==> src/rtl/bcd_stopwatch_with_lap_macros.svh <==
// ----------------------------------------------------------------------------
// bcd_stopwatch_with_lap_macros.svh
// Assertion macros used by the stopwatch top level.
// ----------------------------------------------------------------------------
`ifndef BCD_STOPWATCH_WITH_LAP_MACROS_SVH
`define BCD_STOPWATCH_WITH_LAP_MACROS_SVH

`ifndef NO_ASSERTIONS

// same-cycle implication, disabled during reset
`define BSW_ASSERT_NOW(lbl, ante, cons) \
  lbl: assert property (@(posedge clk) disable iff (!rst_n) (ante) |-> (cons)) \
    else $error("stopwatch assertion failed");

// next-cycle implication, disabled during reset
`define BSW_ASSERT_NEXT(lbl, ante, cons) \
  lbl: assert property (@(posedge clk) disable iff (!rst_n) (ante) |=> (cons)) \
    else $error("stopwatch assertion failed");

`else

`define BSW_ASSERT_NOW(lbl, ante, cons)
`define BSW_ASSERT_NEXT(lbl, ante, cons)

`endif

`endif

==> src/rtl/bcdsw_pkg.sv <==
// ----------------------------------------------------------------------------
// bcdsw_pkg
// Types and constants for the BCD stopwatch with lap split.
// ----------------------------------------------------------------------------
`default_nettype none

package bcdsw_pkg;

  localparam int unsigned TIME_W  = 20;
  localparam int unsigned LEVEL_W = 10;
  localparam int unsigned TICKS_W = 8;
  localparam int unsigned CFG_IDX_W = 3;
  localparam int unsigned CFG_DATA_W = 10;

  // register indexes on the config port
  localparam logic [CFG_IDX_W-1:0] REG_TICKS_PER_TENTH = 3'd0;
  localparam logic [CFG_IDX_W-1:0] REG_BOUND_UP        = 3'd1;
  localparam logic [CFG_IDX_W-1:0] REG_BOUND_DOWN      = 3'd2;
  localparam logic [CFG_IDX_W-1:0] REG_BOUND_LEFT      = 3'd3;
  localparam logic [CFG_IDX_W-1:0] REG_BOUND_SELECT    = 3'd4;
  localparam logic [CFG_IDX_W-1:0] REG_BOUND_IDLE      = 3'd5;

  // reset values of the config registers
  localparam logic [TICKS_W-1:0] RST_TICKS_PER_TENTH = 8'd50;
  localparam logic [LEVEL_W-1:0] RST_BOUND_UP        = 10'h032;
  localparam logic [LEVEL_W-1:0] RST_BOUND_DOWN      = 10'h0C3;
  localparam logic [LEVEL_W-1:0] RST_BOUND_LEFT      = 10'h17C;
  localparam logic [LEVEL_W-1:0] RST_BOUND_SELECT    = 10'h22B;
  localparam logic [LEVEL_W-1:0] RST_BOUND_IDLE      = 10'h316;

  // item opcodes
  localparam logic OP_TICK   = 1'b0;
  localparam logic OP_SAMPLE = 1'b1;

  typedef enum logic [2:0] {
    BTN_NONE,
    BTN_UP,
    BTN_DOWN,
    BTN_LEFT,
    BTN_SELECT
  } button_t;

  typedef struct packed {
    logic [TICKS_W-1:0] ticks_per_tenth;
    logic [LEVEL_W-1:0] bound_up;
    logic [LEVEL_W-1:0] bound_down;
    logic [LEVEL_W-1:0] bound_left;
    logic [LEVEL_W-1:0] bound_select;
    logic [LEVEL_W-1:0] bound_idle;
  } cfg_t;

  // one item handed from the input register to the core
  typedef struct packed {
    logic    step;
    logic    opcode;
    button_t button;
  } core_cmd_t;

endpackage

`default_nettype wire

==> src/rtl/bcd_stopwatch_with_lap.sv <==
// ----------------------------------------------------------------------------
// bcd_stopwatch_with_lap
// BCD stopwatch (MM:SS.t) with lap split and keypad ADC decoding.
// ----------------------------------------------------------------------------
// Input items carry an opcode (tick or keypad sample) and an ADC level;
// every input item yields exactly one result item holding the time, the
// shown lap start and end, the lap row flag and the run flag after the update.
// Both channels use valid/stall; an item moves when valid is high and stall
// low. The config port writes one register per cycle; the user must write it
// only while the block is idle, which the block does not enforce. An item waits
// in the input register; the state registers, which double as the result
// register, update as it is handed on. Throughput is one item per cycle while
// the receiver does not stall, as the digit carry and prescaler compare are
// combinational. When the receiver stalls, the result is held and the input
// register takes one more item before in_stall rises. Synchronous reset stops
// the watch, zeroes all times, clears the lap row and loads the default config.
// ----------------------------------------------------------------------------
`default_nettype none

module bcd_stopwatch_with_lap (
  input  wire logic                             clk,
  input  wire logic                             rst_n,
  input  wire logic                             in_valid,
  output logic                                  in_stall,
  input  wire logic                             in_opcode,
  input  wire logic [bcdsw_pkg::LEVEL_W-1:0]    in_adc_level,
  output logic                                  out_valid,
  input  wire logic                             out_stall,
  output logic [bcdsw_pkg::TIME_W-1:0]          out_time_bcd,
  output logic [bcdsw_pkg::TIME_W-1:0]          out_lap_start_bcd,
  output logic [bcdsw_pkg::TIME_W-1:0]          out_lap_end_bcd,
  output logic                                  out_lap_shown,
  output logic                                  out_running,
  input  wire logic                             cfg_wr_en,
  input  wire logic [bcdsw_pkg::CFG_IDX_W-1:0]  cfg_index,
  input  wire logic [bcdsw_pkg::CFG_DATA_W-1:0] cfg_data
);
  import bcdsw_pkg::*;

`include "bcd_stopwatch_with_lap_macros.svh"

  cfg_t              cfg;
  button_t           button;
  core_cmd_t         cmd;

  logic               in_vld_r;
  logic               opcode_r;
  logic [LEVEL_W-1:0] level_r;
  logic               out_vld_r, out_vld_nxt;
  logic               out_free;
  logic               step;
  logic               in_take;

  // result slot frees when empty or being taken this cycle
  assign out_free = !out_vld_r || !out_stall;
  assign step     = in_vld_r && out_free;
  assign in_stall = in_vld_r && !out_free;
  assign in_take  = in_valid && !in_stall;

  always_ff @(posedge clk) begin
    if (!rst_n) begin
      in_vld_r <= 1'b0;
    end else if (!in_stall) begin
      in_vld_r <= in_valid;
    end
  end

  always_ff @(posedge clk) begin
    if (in_take) begin
      opcode_r <= in_opcode;
      level_r  <= in_adc_level;
    end
  end

  always_comb begin
    out_vld_nxt = out_vld_r;
    if (out_free) begin
      out_vld_nxt = step;
    end
  end

  always_ff @(posedge clk) begin
    if (!rst_n) begin
      out_vld_r <= 1'b0;
    end else begin
      out_vld_r <= out_vld_nxt;
    end
  end

  bcdsw_cfg_regs u_cfg (
    .clk       (clk),
    .rst_n     (rst_n),
    .cfg_wr_en (cfg_wr_en),
    .cfg_index (cfg_index),
    .cfg_data  (cfg_data),
    .cfg       (cfg)
  );

  bcdsw_keypad u_keypad (
    .level  (level_r),
    .cfg    (cfg),
    .button (button)
  );

  assign cmd.step   = step;
  assign cmd.opcode = opcode_r;
  assign cmd.button = button;

  bcdsw_core u_core (
    .clk             (clk),
    .rst_n           (rst_n),
    .cmd             (cmd),
    .ticks_per_tenth (cfg.ticks_per_tenth),
    .time_bcd        (out_time_bcd),
    .lap_start_bcd   (out_lap_start_bcd),
    .lap_end_bcd     (out_lap_end_bcd),
    .lap_shown       (out_lap_shown),
    .running         (out_running)
  );

  assign out_valid = out_vld_r;

  // state only moves when an item is handed to the result slot
  `BSW_ASSERT_NEXT(a_time_hold_idle, !step, $stable(out_time_bcd))
  // a tick while stopped leaves the time alone
  `BSW_ASSERT_NEXT(a_tick_stopped, step && opcode_r == OP_TICK && !out_running,
                   $stable(out_time_bcd))
  // hidden lap row means both shown times were cleared
  `BSW_ASSERT_NOW(a_lap_hidden_zero, !out_lap_shown,
                  out_lap_start_bcd == '0 && out_lap_end_bcd == '0)
  // digits stay legal BCD, seconds tens below six
  `BSW_ASSERT_NOW(a_time_bcd_legal, 1'b1,
                  out_time_bcd[3:0] <= 4'd9 && out_time_bcd[7:4] <= 4'd9 &&
                  out_time_bcd[11:8] <= 4'd5 && out_time_bcd[15:12] <= 4'd9 &&
                  out_time_bcd[19:16] <= 4'd9)
  // an item moving on always lands in the result slot
  `BSW_ASSERT_NEXT(a_step_valid, step, out_vld_r)

endmodule

`default_nettype wire

==> src/rtl/bcdsw_cfg_regs.sv <==
// ----------------------------------------------------------------------------
// bcdsw_cfg_regs
// Configuration register file: prescaler limit and keypad bounds.
// ----------------------------------------------------------------------------
`default_nettype none

module bcdsw_cfg_regs (
  input  wire logic                          clk,
  input  wire logic                          rst_n,
  input  wire logic                          cfg_wr_en,
  input  wire logic [bcdsw_pkg::CFG_IDX_W-1:0]  cfg_index,
  input  wire logic [bcdsw_pkg::CFG_DATA_W-1:0] cfg_data,
  output bcdsw_pkg::cfg_t                    cfg
);
  import bcdsw_pkg::*;

  cfg_t cfg_r;

  always_ff @(posedge clk) begin
    if (!rst_n) begin
      cfg_r.ticks_per_tenth <= RST_TICKS_PER_TENTH;
      cfg_r.bound_up        <= RST_BOUND_UP;
      cfg_r.bound_down      <= RST_BOUND_DOWN;
      cfg_r.bound_left      <= RST_BOUND_LEFT;
      cfg_r.bound_select    <= RST_BOUND_SELECT;
      cfg_r.bound_idle      <= RST_BOUND_IDLE;
    end else if (cfg_wr_en) begin
      case (cfg_index)
        REG_TICKS_PER_TENTH: cfg_r.ticks_per_tenth <= cfg_data[TICKS_W-1:0];
        REG_BOUND_UP:        cfg_r.bound_up        <= cfg_data[LEVEL_W-1:0];
        REG_BOUND_DOWN:      cfg_r.bound_down      <= cfg_data[LEVEL_W-1:0];
        REG_BOUND_LEFT:      cfg_r.bound_left      <= cfg_data[LEVEL_W-1:0];
        REG_BOUND_SELECT:    cfg_r.bound_select    <= cfg_data[LEVEL_W-1:0];
        REG_BOUND_IDLE:      cfg_r.bound_idle      <= cfg_data[LEVEL_W-1:0];
        default: ;  // unused indexes are dropped
      endcase
    end
  end

  assign cfg = cfg_r;

endmodule

`default_nettype wire

==> src/rtl/bcdsw_keypad.sv <==
// ----------------------------------------------------------------------------
// bcdsw_keypad
// Maps a keypad ADC level to a button by the configured bounds.
// ----------------------------------------------------------------------------
`default_nettype none

module bcdsw_keypad (
  input  wire logic [bcdsw_pkg::LEVEL_W-1:0] level,
  input  wire bcdsw_pkg::cfg_t              cfg,
  output bcdsw_pkg::button_t                button
);
  import bcdsw_pkg::*;

  // first matching range wins, so bounds out of order leave empty ranges
  always_comb begin
    if (level < cfg.bound_up) begin
      button = BTN_NONE;
    end else if (level < cfg.bound_down) begin
      button = BTN_UP;
    end else if (level < cfg.bound_left) begin
      button = BTN_DOWN;
    end else if (level < cfg.bound_select) begin
      button = BTN_LEFT;
    end else if (level < cfg.bound_idle) begin
      button = BTN_SELECT;
    end else begin
      button = BTN_NONE;
    end
  end

endmodule

`default_nettype wire

==> src/rtl/bcdsw_core.sv <==
// ----------------------------------------------------------------------------
// bcdsw_core
// Stopwatch state: prescaler, BCD time, lap capture and lap row.
// ----------------------------------------------------------------------------
`default_nettype none

module bcdsw_core (
  input  wire logic                          clk,
  input  wire logic                          rst_n,
  input  wire bcdsw_pkg::core_cmd_t          cmd,
  input  wire logic [bcdsw_pkg::TICKS_W-1:0] ticks_per_tenth,
  output logic [bcdsw_pkg::TIME_W-1:0]       time_bcd,
  output logic [bcdsw_pkg::TIME_W-1:0]       lap_start_bcd,
  output logic [bcdsw_pkg::TIME_W-1:0]       lap_end_bcd,
  output logic                               lap_shown,
  output logic                               running
);
  import bcdsw_pkg::*;

  logic [TIME_W-1:0]  time_r, time_nxt;
  logic [TIME_W-1:0]  capture_r, capture_nxt;
  logic [TIME_W-1:0]  start_r, start_nxt;
  logic [TIME_W-1:0]  end_r, end_nxt;
  logic [TICKS_W-1:0] count_r, count_nxt;
  logic               run_r, run_nxt;
  logic               lap_r, lap_nxt;

  logic [TICKS_W:0]   cnt_inc;
  logic [TICKS_W:0]   cnt_wrap;
  logic               tenth_due;
  logic [TIME_W-1:0]  time_adv;

  // digit carry chain: tenths, sec_lo, sec_hi (mod 6), min_lo, min_hi
  always_comb begin
    logic [3:0] d0, d1, d2, d3, d4;
    d0 = time_r[3:0];
    d1 = time_r[7:4];
    d2 = time_r[11:8];
    d3 = time_r[15:12];
    d4 = time_r[19:16];
    d0 = d0 + 4'd1;
    if (d0 >= 4'd10) begin d0 = 4'd0; d1 = d1 + 4'd1; end
    if (d1 >= 4'd10) begin d1 = 4'd0; d2 = d2 + 4'd1; end
    if (d2 >= 4'd6)  begin d2 = 4'd0; d3 = d3 + 4'd1; end
    if (d3 >= 4'd10) begin d3 = 4'd0; d4 = d4 + 4'd1; end
    if (d4 >= 4'd10) begin d4 = 4'd0; end
    time_adv = {d4, d3, d2, d1, d0};
  end

  assign cnt_inc   = {1'b0, count_r} + {{TICKS_W{1'b0}}, 1'b1};
  assign tenth_due = (cnt_inc >= {1'b0, ticks_per_tenth});
  assign cnt_wrap  = cnt_inc - {1'b0, ticks_per_tenth};

  always_comb begin
    time_nxt    = time_r;
    capture_nxt = capture_r;
    start_nxt   = start_r;
    end_nxt     = end_r;
    count_nxt   = count_r;
    run_nxt     = run_r;
    lap_nxt     = lap_r;
    if (cmd.step) begin
      if (cmd.opcode == OP_TICK) begin
        if (run_r) begin
          if (tenth_due) begin
            count_nxt = cnt_wrap[TICKS_W-1:0];
            time_nxt  = time_adv;
          end else begin
            count_nxt = cnt_inc[TICKS_W-1:0];
          end
        end
      end else begin
        case (cmd.button)
          BTN_UP: begin
            start_nxt   = capture_r;
            end_nxt     = time_r;
            capture_nxt = time_r;
            lap_nxt     = 1'b1;
          end
          BTN_DOWN: begin
            capture_nxt = '0;
            start_nxt   = '0;
            end_nxt     = '0;
            lap_nxt     = 1'b0;
          end
          BTN_LEFT: begin
            run_nxt  = 1'b0;
            time_nxt = '0;  // prescaler is kept
          end
          BTN_SELECT: begin
            run_nxt = ~run_r;
          end
          default: ;
        endcase
      end
    end
  end

  always_ff @(posedge clk) begin
    if (!rst_n) begin
      time_r    <= '0;
      capture_r <= '0;
      start_r   <= '0;
      end_r     <= '0;
      count_r   <= '0;
      run_r     <= 1'b0;
      lap_r     <= 1'b0;
    end else begin
      time_r    <= time_nxt;
      capture_r <= capture_nxt;
      start_r   <= start_nxt;
      end_r     <= end_nxt;
      count_r   <= count_nxt;
      run_r     <= run_nxt;
      lap_r     <= lap_nxt;
    end
  end

  assign time_bcd      = time_r;
  assign lap_start_bcd = start_r;
  assign lap_end_bcd   = end_r;
  assign lap_shown     = lap_r;
  assign running       = run_r;

endmodule

`default_nettype wire
==> config.mk <==
export PLATFORM = sky130hd
export DESIGN_NAME = bcd_stopwatch_with_lap
export DESIGN_NICKNAME = d
export VERILOG_FILES = /design/src/rtl/bcdsw_pkg.sv /design/src/rtl/bcd_stopwatch_with_lap.sv /design/src/rtl/bcdsw_cfg_regs.sv /design/src/rtl/bcdsw_keypad.sv /design/src/rtl/bcdsw_core.sv
export VERILOG_INCLUDE_DIRS = /design/src /design/src/rtl
export SDC_FILE = /design/constraint.sdc
export NUM_CORES = 1
export LEC_CHECK = 0
export ABC_AREA = 0
export BUFFER_PORTS_ARGS = -buffer_cell sky130_fd_sc_hd__buf_2
export CAP_MARGIN = 20
export CORE_ASPECT_RATIO = 0.75
export CORE_UTILIZATION = 40
export DETAILED_ROUTE_END_ITERATION = 10
export GPL_ROUTABILITY_DRIVEN = 0
export PLACE_DENSITY = 0.68
export SYNTH_ARGS = -nofsm -noshare
export SYNTH_HDL_FRONTEND = slang
export SYNTH_HIERARCHICAL = 1
export SYNTH_SLANG_ARGS = --single-unit
==> constraint.sdc <==
create_clock -name clk -period 4.44 [get_ports clk]
set_input_delay 0.222 -clock clk [delete_from_list [all_inputs] [get_ports clk]]
set_output_delay 0.222 -clock clk [all_outputs]
set_load 0.005 [all_outputs]
==> flow_summary_export.csv, run 1 <==
group,metric,value,unit
clocking,cts_tree,"done",
cells_and_area,drive_gt1_share,16.2,%
timing,rsz0062_at_grt,"false",
synth,yosysWarnings,6,
cells_and_area,final_cell_area,0.00915,mm2
cells_and_area,nets,1045,
clocking,postCtsSetupBuffers,0,
critical_path,worstPathRequired,4.79,ns
floorplanning,core-area,0.0187,mm2
cells_and_area,finalNonFillerCells,1215,
route,dr.pass1.iters,5,
status,status,"completed",
timing,max_freq,272,MHz
placed_design,io_buffers,92,
critical_path,critPathTopFamily,"compound AO/OA/AOI/OAI gates",
timing,min_period,3.68,ns
clocking,cts_made_buffers,17,
synth,synth_area_leaders,"dfxtp_1 (34%), ha_1 (9.7%), mux2i_1 (7.9%)",
route,drtAntennaViolNets,0,
placed_design,place_inst,1170,
global_route,grt_max_degree,64,
clocking,cts_max_path_buffers,2,
synth,seq_area_frac_synth,37.9,%
timing,finalCritPeriodShare,82.9,%
synth,synth_top_area_share,33.6,%
synth,syn-cell-area,0.00774,mm2
clocking,cts_root_buffer,"clkbuf_16",
placed_design,hpwl,13100,um
floorplanning,design.die.area,0.0199,mm2
critical_path,startpoint_type,"register",
critical_path,critPathCaptureType,"register",
cells_and_area,fillers,1813,
critical_path,reg2reg_to,"u_core/time_bcd[16]",
min_path,holdCritStartpoint,"in_valid",
timing,finalSetupViolCount,0,
route,route.detailed.drc,0,
synth,syn_nets,958,
min_path,worstHoldEndpoint,"in_vld_r",
critical_path,cp_num_buf_inv,0,
synth,synth_edf_count,11,
critical_path,cp_slowest_cell,"dfxtp_1",
synth,ys.flop_type,"dfxtp_1",
clocking,cts.sinks,141,
clocking,htreeDepth,4,
critical_path,crit_chain,"ha_1, and3_1, and3_1, xor2_1, ha_1, nand4_1, nor2_1, a311oi_1, a21boi_0, a21oi_1, o21a_1, a311o_1, a31oi_1",
cells_and_area,insertedDiodeCount,0,
synth,syn_area_per_cell,8.91,um2
synth,synth_seq_cells,141,
clocking,postCtsResizedCells,0,
floorplanning,placementRows,43,
global_route,grt_pass1_vias,5832,
cells_and_area,synthToLayoutAreaGrowth,18.2,%
critical_path,cp_max_fo,9,
job,drv_cap,0,
power_and_ir_drop,total_power,3.03,mW
critical_path,cp.arrival,4.03,ns
route,via_per_inst,5.34,
placed_design,placed_cell_area,0.00838,mm2
timing,worst_slew_pin_slew,0.906,ns
power_and_ir_drop,power_density,332,mW/mm2
synth,synth_cell_type_count,77,
global_route,grtUsageTotal,19.2,%
cells_and_area,seqCellArea,0.00293,mm2
min_path,whs_path_depth,2,
route,dr_total_vias,6494,
route,wl,18700,um
critical_path,r2r_start,"u_core/count_r[0]",
timing,hold_violations,0,
floorplanning,die_h,122,um
clocking,clk_latency,0.42,ns
route,avgRoutedWirePerCell,15.4,um
power_and_ir_drop,vdd_drop_max,233,uV
placed_design,post-place-ws,0.637,ns
power_and_ir_drop,p_leak,4.10,nW
route,drt_iter0_markers,479,
critical_path,reg2reg_slack,0.76,ns
timing,worst_slack,0.759,ns
clocking,clkTransAtPathRegs,0.06,ns
global_route,grt_pass1_wl,29900,um
cells_and_area,multiInputGateArea,0.00439,mm2
floorplanning,start_util,41.3,%
floorplanning,die_w,163,um
timing,setup-tns-final,0,ns
timing,maxSlewViolCount,0,
floorplanning,io_pins,93,
min_path,min_path_type,"input port to register",
synth,syn_inst,868,
critical_path,worstRegToRegCells,13,
clocking,cts_hold_buf,11,
timing,slew_headroom,39.3,%
global_route,overflow,0,
critical_path,crit_type,"register to register",
global_route,antenna_found_initial,0,
synth,synth_top_cell_by_area,"dfxtp_1",
critical_path,crit_path_max_incr_delay,0.40,ns
synth,async_flop_share,0,%
timing,skew,0.0107,ns
==> cells in the mapped netlist, drive strengths merged, types with 3 or more instances <==
| library cell | instances |
|---|---|
| o211ai | 4 |
| a21oi | 47 |
| inv | 64 |
| nand2b | 10 |
| nor2 | 74 |
| and4b | 4 |
| or2 | 5 |
| or4 | 6 |
| nor2b | 43 |
| nand4 | 8 |
| nand3 | 15 |
| o21ai | 29 |
| xor2 | 8 |
| a311oi | 4 |
| o21a | 12 |
| xnor2 | 8 |
| a31oi | 7 |
| or3 | 4 |
| nand2 | 75 |
| a22oi | 40 |
| a21o | 6 |
| ha | 60 |
| mux2i | 61 |
| nor3b | 4 |
| a21boi | 7 |
| nand4b | 5 |
| nand4bb | 3 |
| clkbuf | 33 |
| buf | 10 |
| edfxtp | 11 |
| and3 | 9 |
| nor4 | 7 |
| a211oi | 8 |
| dfxtp | 130 |
| nor3 | 13 |
| nand3b | 4 |
==> area by class of cell <==
class                   count  share of cell area, %
clock buffers              23                   5.44
multi-input cells         620                   48.0
well taps                 247                   3.38
repair buffers            111                   7.07
clock inverters             9                   1.44
inverters                  64                   2.63
flip-flops and latches    141                   32.1
==> cell usage in the layout, fill, tap and decap left out, types with 12 or more instances in the layout <==
cell       netlist  layout
clkbuf_16        0      17
ha_1            60      60
nand3_1         14      14
nor2b_1         42      42
nand2_1         75      75
o21ai_0         23      23
nor2_1          73      73
buf_2            8      92
a22oi_1         40      40
inv_1           63      63
a21oi_1         47      47
o21a_1          12      12
dfxtp_1        130     130
mux2i_1         61      61
==> logic make-up after synthesis <==
group / after synthesis / share of synthesized area (%)
AO/OA/AOI/OAI: 182 / 15.8
XOR/XNOR: 16 / 1.81
adder cells (fa/ha/maj): 61 / 9.96
buffers and inverters: 107 / 5.47
flip-flops: 141 / 37.9
multiplexers: 61 / 7.89
AND/OR/NAND/NOR: 300 / 21.2
==> metrics by stage <==
| step | hold slack (ns) | util, % |
|---|---|---|
| 6_report | 0.0389 | 48.9 |
| 5_1_grt | 0.0393 | 48.9 |
| 4_1_cts | 0.0152 | 48.7 |
| 3_5_place_dp | 0.400 | 44.8 |
| 3_3_place_gp | 0.399 | 44.7 |
| 2_1_floorplan | 0.321 | - |
==> flip-flops by register name (all words and copies together), names as in the netlist <==
signal	flops
u_core/lap_start_bcd	20
u_core/lap_end_bcd	20
u_cfg/cfg	58
u_core/running	1
u_core/count_r	8
in_vld_r	1
opcode_r	1
out_valid	1
u_core/lap_shown	1
level_r	10
u_core/time_bcd	20
==> per-layer routing <==
| metal | up-vias | share of wire [%] | GRT usage, % |
|---|---|---|---|
| li1 | 3260 | - | - |
| met3 | 17 | 4.4 | 4.02 |
| met5 | - | 0 | 0 |
| met2 | 157 | 42 | 26.9 |
| met4 | 0 | 0.93 | 6.07 |
| met1 | 3060 | 53 | 28.7 |
==> worst reg2reg max path, cell delays in order, from the launching register on <==
cell and delay, ns:
dfxtp_1 0.40, ha_1 0.26, and3_1 0.26, and3_1 0.26, xor2_1 0.18, ha_1 0.30, nand4_1 0.11, nor2_1 0.05
a311oi_1 0.37, a21boi_0 0.40, a21oi_1 0.15, o21a_1 0.36, a311o_1 0.37, a31oi_1 0.13
==> report_power, final <==
group          internal, mW  leakage (nW)  switching [mW]  total (mW)
Combinational        0.0855          2.64           0.119       0.204
Sequential             1.30          1.16          0.0191        1.32
Clock                 0.958         0.302           0.549        1.51
==> how the worst max path moves through the flow <==
stage | from | to | slack (ns) | cells past startpoint
floorplan | u_core/count_r[0] | u_core/time_bcd[6] | 1.18 | 14
finish | u_core/count_r[0] | u_core/time_bcd[16] | 0.76 | 13
global placement | u_core/count_r[0] | u_core/time_bcd[16] | 0.81 | 13
CTS | u_core/count_r[0] | u_core/time_bcd[10] | 0.62 | 13
global route | u_core/count_r[0] | u_core/time_bcd[16] | 0.43 | 13
detailed placement | u_core/count_r[0] | u_core/time_bcd[10] | 0.64 | 13
Power figures use the tool's default switching activity.
==> run 2, diff against run 1 <==
--- a/config.mk
+++ b/config.mk
@@ -13,7 +13,7 @@
 export CORE_UTILIZATION = 40
 export DETAILED_ROUTE_END_ITERATION = 10
 export GPL_ROUTABILITY_DRIVEN = 0
-export PLACE_DENSITY = 0.68
+export PLACE_DENSITY = 0.71
 export SYNTH_ARGS = -nofsm -noshare
 export SYNTH_HDL_FRONTEND = slang
 export SYNTH_HIERARCHICAL = 1
==> constraint.sdc (replaced) <==
create_clock -name clk -period 3.23 [get_ports clk]
set_input_delay 0.1615 -clock clk [delete_from_list [all_inputs] [get_ports clk]]
set_output_delay 0.1615 -clock clk [all_outputs]
set_load 0.005 [all_outputs]
==> flow_summary_export.csv, run 2 (synthesis results as in run 1) <==
group,metric,value,unit
clocking,clkTransAtPathRegs,0.06,ns
cells_and_area,multiInputGateArea,0.00468,mm2
placed_design,io_buffers,92,
timing,rsz0062_at_grt,"true",
floorplanning,die_w,163,um
floorplanning,design.die.area,0.0199,mm2
global_route,overflow,0,
placed_design,hpwl,13500,um
min_path,holdCritStartpoint,"cfg_data[1]",
critical_path,worstRegToRegCells,12,
critical_path,startpoint_type,"register",
route,via_per_inst,5.37,
cells_and_area,insertedDiodeCount,0,
power_and_ir_drop,p_leak,4.34,nW
placed_design,place_inst,1191,
min_path,whs_path_depth,3,
route,wl,20400,um
critical_path,worstPathRequired,3.58,ns
cells_and_area,synthToLayoutAreaGrowth,26.9,%
cells_and_area,seqCellArea,0.00294,mm2
floorplanning,die_h,122,um
status,status,"completed",
min_path,worstHoldEndpoint,"u_cfg/cfg[21]",
cells_and_area,final_common_cell,"dfxtp_1",
global_route,grt_pass1_vias,6157,
power_and_ir_drop,p_comb_share,7.6,%
clocking,clk_latency,0.43,ns
cells_and_area,fillers,1690,
route,drt_iter0_markers,447,
clocking,cts.sinks,141,
timing,worst_slew_pin_slew,0.905,ns
timing,slew_headroom,39.3,%
power_and_ir_drop,power_density,452,mW/mm2
power_and_ir_drop,intPower,3.48,mW
critical_path,reg2reg_to,"u_core/time_bcd[1]",
clocking,htreeDepth,4,
critical_path,cp.arrival,3.58,ns
route,dr_total_vias,6712,
cells_and_area,nets,1081,
cells_and_area,largest_register_ffs,58,
critical_path,cp_max_fo,6,
timing,setup-tns-final,0,ns
timing,hold_violations,0,
global_route,grt_pass1_wl,31400,um
floorplanning,placementRows,43,
critical_path,crit_type,"register to register",
global_route,grtUsageTotal,19.9,%
job,drv_cap,0,
critical_path,reg2reg_slack,0.005,ns
min_path,min_path_type,"input port to register",
clocking,cts_root_buffer,"clkbuf_16",
power_and_ir_drop,p_sw,0.958,mW
route,avgRoutedWirePerCell,16.3,um
timing,finalCritPeriodShare,99.9,%
critical_path,critPathCaptureType,"register",
timing,finalSetupViolCount,0,
route,route.detailed.drc,0,
clocking,cts_made_buffers,17,
timing,min_period,3.23,ns
critical_path,r2r_start,"level_r[5]",
timing,max_freq,310,MHz
timing,maxSlewViolCount,0,
route,dr.pass1.iters,5,
cells_and_area,final_cell_area,0.00982,mm2
power_and_ir_drop,p_clk_share,51.6,%
global_route,antenna_found_initial,0,
clocking,cts_tree,"done",
critical_path,crit_start,"level_r[5]",
power_and_ir_drop,p_sw_share,21.6,%
timing,skew,0.0128,ns
cells_and_area,finalNonFillerCells,1251,
floorplanning,io_pins,93,
cells_and_area,drive_gt1_share,23.2,%
floorplanning,start_util,41.3,%
global_route,grt_max_degree,42,
route,drtAntennaViolNets,0,
placed_design,placed_cell_area,0.00857,mm2
cells_and_area,mostFrequentLayoutCells,"dfxtp_1 (128), buf_2 (93), nand2_1 (75)",
power_and_ir_drop,vdd_drop_max,379,uV
clocking,cts_max_path_buffers,2,
floorplanning,core-area,0.0187,mm2
power_and_ir_drop,seq_power_share,40.8,%
-- run 2: cell count changes in the layout (fill, tap and decap cells not counted), moves of 6 or more --
cell | previous run | this run
ha_1 | 60 | 54
a21oi_1 | 47 | 40
buf_4 | 6 | 35
a21oi_2 | 0 | 7
a22oi_1 | 40 | 33
a22oi_2 | 0 | 7
-- run 2: critical path, cell delays in order (launching register included) --
cell and delay, ns:
edfxtp_1 0.45, buf_4 0.18, ha_1 0.32, a41oi_1 0.31, nor3_1 0.13, nor4_4 0.35
nand4bb_4 0.21, nor3_4 0.05, and4b_1 0.29, o21ai_2 0.09, buf_6 0.14, or4_1 0.47
a21oi_1 0.15
-- run 2: final cells by class --
| class | instances | area share (%) |
|---|---|---|
| multi-input cells | 620 | 47.7 |
| clock buffers | 20 | 4.55 |
| well taps | 247 | 3.15 |
| repair buffers | 147 | 9.85 |
| inverters | 64 | 2.45 |
| flip-flops and latches | 141 | 29.9 |
| clock inverters | 12 | 2.45 |
-- run 2: metrics by stage --
| step | hold WS [ns] | worst slack (ns) | power, mW | util [%] |
|---|---|---|---|---|
| 6_report | 0.0181 | 0.00451 | 4.44 | 52.4 |
| 5_1_grt | 0.0271 | -0.134 | 4.59 | 52.4 |
| 4_1_cts | 0.00740 | 0.0254 | 4.42 | 50.2 |
| 3_5_place_dp | 0.340 | -0.0230 | 2.13 | 45.8 |
| 3_3_place_gp | 0.339 | -0.0489 | 2.13 | 45.8 |
| 2_1_floorplan | 0.260 | 0.0411 | 2.03 | - |
-- run 2: layer usage --
metal	global-route usage, %	part of all wire [%]	vias up
met2	29.1	44	195
met4	6.25	1.5	0
li1	-	-	3318
met3	3.92	4.4	24
met1	29.1	50	3175
met5	0	0	-
-- run 2: what timing repair did --
item,CTS,global route
pin swaps,0,16
endpoints found under the setup margin,5,68
hold buffers,12,0
resized for setup,4,53
buffers inserted,0,14
cloned,0,2
endpoints found under the hold margin,12,0
-- run 2: how the worst max path moves through the flow --
| stage | endpoint | slack (ns) | cells past startpoint |
|---|---|---|---|
| detailed placement | u_core/time_bcd[16] | -0.02 | 10 |
| global placement | u_core/time_bcd[16] | -0.05 | 10 |
| CTS | u_core/time_bcd[6] | 0.03 | 11 |
| finish | u_core/time_bcd[1] | 0.005 | 12 |
| global route | u_core/time_bcd[6] | -0.13 | 13 |
| floorplan | u_core/time_bcd[6] | 0.04 | 14 |
-- run 2: power by group through the flow --
stage	registers (mW)	logic (mW)	clock network, mW
2_1_floorplan	1.84	0.186	0
3_3_place_gp	1.85	0.277	0
3_5_place_dp	1.85	0.281	0
4_1_cts	1.81	0.296	2.31
5_1_grt	1.81	0.370	2.40
6_report	1.81	0.337	2.29
==> run 3, diff against run 2 <==
--- a/config.mk
+++ b/config.mk
@@ -10,11 +10,11 @@
 export BUFFER_PORTS_ARGS = -buffer_cell sky130_fd_sc_hd__buf_2
 export CAP_MARGIN = 20
 export CORE_ASPECT_RATIO = 0.75
+export CORE_MARGIN = 8
 export CORE_UTILIZATION = 40
 export DETAILED_ROUTE_END_ITERATION = 10
 export GPL_ROUTABILITY_DRIVEN = 0
 export PLACE_DENSITY = 0.71
 export SYNTH_ARGS = -nofsm -noshare
 export SYNTH_HDL_FRONTEND = slang
-export SYNTH_HIERARCHICAL = 1
 export SYNTH_SLANG_ARGS = --single-unit
==> flow_summary_export.csv, run 3 <==
group,metric,value,unit
placed_design,io_buffers,92,
placed_design,place_inst,1182,
floorplanning,placementRows,42,
cells_and_area,insertedDiodeCount,0,
route,drtAntennaViolNets,0,
synth,synth_cell_type_count,76,
min_path,min_path_type,"input port to register",
global_route,grtUsageTotal,17.1,%
cells_and_area,nets,1062,
floorplanning,die_w,172,um
timing,skew,0.0105,ns
global_route,grt_pass1_vias,6155,
synth,synth_top_area_share,35.7,%
critical_path,cp_max_fo,5,
min_path,holdCritStartpoint,"cfg_data[9]",
global_route,antenna_found_initial,0,
clocking,cts_tree,"done",
timing,hold_violations,0,
cells_and_area,drive_gt1_share,18.1,%
route,drt_iter0_markers,478,
synth,yosysWarnings,0,
power_and_ir_drop,vdd_drop_max,275,uV
critical_path,cp.arrival,3.46,ns
power_and_ir_drop,power_density,448,mW/mm2
route,via_per_inst,5.38,
clocking,cts_root_buffer,"clkbuf_16",
route,route.detailed.drc,0,
cells_and_area,synthToLayoutAreaGrowth,21.0,%
timing,holdWs,0.0463,ns
floorplanning,core-area,0.0178,mm2
timing,slew_headroom,33.8,%
critical_path,crit_type,"register to register",
critical_path,critPathCaptureType,"register",
synth,async_flop_share,0,%
power_and_ir_drop,p_leak,3.73,nW
floorplanning,io_pins,93,
cells_and_area,largest_register_ffs,58,
cells_and_area,final_common_cell,"dfxtp_1",
route,avgRoutedWirePerCell,15.7,um
route,dr_total_vias,6597,
timing,finalSetupViolCount,0,
timing,finalCritPeriodShare,96.1,%
global_route,grt_max_degree,45,
clocking,cts.sinks,141,
cells_and_area,mostFrequentLayoutCells,"dfxtp_1 (127), nand2_1 (124), buf_2 (92)",
clocking,clk_latency,0.43,ns
floorplanning,design.die.area,0.0229,mm2
clocking,htreeDepth,4,
critical_path,r2r_start,"level_r[1]",
synth,synthTopCellsByCount,"dfxtp_1 (130), nand2_1 (124), a21oi_1 (79)",
synth,syn-cell-area,0.00730,mm2
job,drv_cap,0,
placed_design,hpwl,13600,um
critical_path,crit_start,"level_r[1]",
cells_and_area,utilization,49.7,%
synth,syn_inst,869,
synth,ys.flop_type,"dfxtp_1",
floorplanning,die_h,133,um
timing,worst_slew_pin_slew,0.990,ns
cells_and_area,seqCellArea,0.00294,mm2
timing,max_freq,322,MHz
critical_path,startpoint_type,"register",
synth,synth_edf_count,11,
route,dr.pass1.iters,6,
synth,syn_area_per_cell,8.40,um2
synth,seq_area_frac_synth,40.2,%
synth,synth_seq_cells,141,
global_route,grt_pass1_wl,31700,um
synth,yosysMostFrequentCell,"dfxtp_1",
clocking,cts_made_buffers,17,
clocking,cts_max_path_buffers,2,
global_route,overflow,0,
status,status,"completed",
cells_and_area,multiInputGateArea,0.00405,mm2
timing,min_period,3.10,ns
cells_and_area,finalNonFillerCells,1227,
route,wl,19200,um
timing,maxSlewViolCount,0,
synth,synth_area_leaders,"dfxtp_1 (36%), ha_1 (10%), nand2_1 (6.4%)",
critical_path,worstPathRequired,3.58,ns
clocking,clkTransAtPathRegs,0.07,ns
synth,syn_nets,959,
synth,synth_top_cell_by_area,"dfxtp_1",
floorplanning,start_util,41.1,%
cells_and_area,fillers,1707,
[run 3: cell count changes after synthesis, sizes merged, moves of 5 or more]
| cell | before | now |
|---|---|---|
| a21oi | 47 | 80 |
| buf | 10 | 4 |
| o21a | 12 | 7 |
| mux2i | 61 | 4 |
| o21ai | 29 | 34 |
| a21o | 6 | 12 |
| a21boi | 7 | 2 |
| o211ai | 4 | 26 |
| nor2b | 43 | 8 |
| nand2 | 75 | 124 |
[run 3: final cells by class]
class / count / area share [%]
sequential: 141 / 33.3
inverter: 66 / 2.81
timing repair buffer: 125 / 8.39
clock inverter: 13 / 1.35
clock buffer: 19 / 4.90
tap: 242 / 3.43
multi-input combinational: 621 / 45.9
[run 3: cell families (layout without fill, tap and decap cells)]
| group | Yosys count | in the layout | share of synthesized area, % |
|---|---|---|---|
| and+or+nand+nor | 300 | 300 | 19.2 |
| AOI/OAI and AO/OA | 242 | 242 | 22.0 |
| adders and majority gates | 61 | 61 | 10.6 |
| muxes | 5 | 5 | 0.754 |
| DFF | 141 | 141 | 40.2 |
| buffers and inverters | 107 | 223 | 5.68 |
| xor gates and xnor gates | 13 | 13 | 1.66 |
[run 3: critical path, stage by stage, from the launching register on]
cell	delay (ns)
edfxtp_1	0.51
ha_1	0.32
a21o_1	0.10
a21oi_1	0.05
o21ai_0	0.24
o221ai_1	0.16
a21o_1	0.23
a211o_1	0.40
a2bb2oi_4	0.20
or4b_2	0.65
a21oi_1	0.16
[run 3: through the flow]
step / setup WS [ns] / power, mW / setup TNS (ns) / cell area [um2]
after floorplan: 0.283 / 2.01 / 0 / 7300
after global placement: -0.0178 / 2.10 / -0.0178 / 8060
after detailed placement: -0.235 / 2.11 / -0.640 / 8060
after CTS: 0.0484 / 3.99 / 0 / 8740
after global routing: -0.0114 / 4.11 / -0.0168 / 8830
final: 0.127 / 3.95 / 0 / 8830
[run 3: what timing repair did]
item,CTS,global route
pin swaps,0,2
setup buffers,0,0
endpoints found under the hold margin,13,0
endpoints found under the setup margin,10,22
hold buffers,13,0
resized for setup,1,19
[run 3: path summary, 6_finish.rpt]
path / slack, ns / depth (start not counted) / endpoint
setup / recovery: 0.13 / 10 / u_core.time_bcd[6]
hold / removal: 0.05 / 3 / u_cfg.cfg[39]
setup reg to reg: 0.13 / 10 / u_core.time_bcd[6]
hold reg to reg: 0.46 / 2 / u_cfg.cfg[21]
[run 3: per-layer routing]
| metal | GRT usage [%] | part of all wire [%] | vias up |
|---|---|---|---|
| met5 | 0 | 0 | - |
| met4 | 5.16 | 1.1 | 0 |
| met3 | 3.86 | 6.5 | 12 |
| met2 | 25.8 | 44 | 218 |
| met1 | 23.8 | 48 | 3083 |
| li1 | - | - | 3284 |
[run 3: power by group]
group	total, mW	internal, mW	switching [mW]
clock network	1.87	1.06	0.805
logic	0.273	0.109	0.165
registers	1.81	1.79	0.0218
total	3.95	2.96	0.991
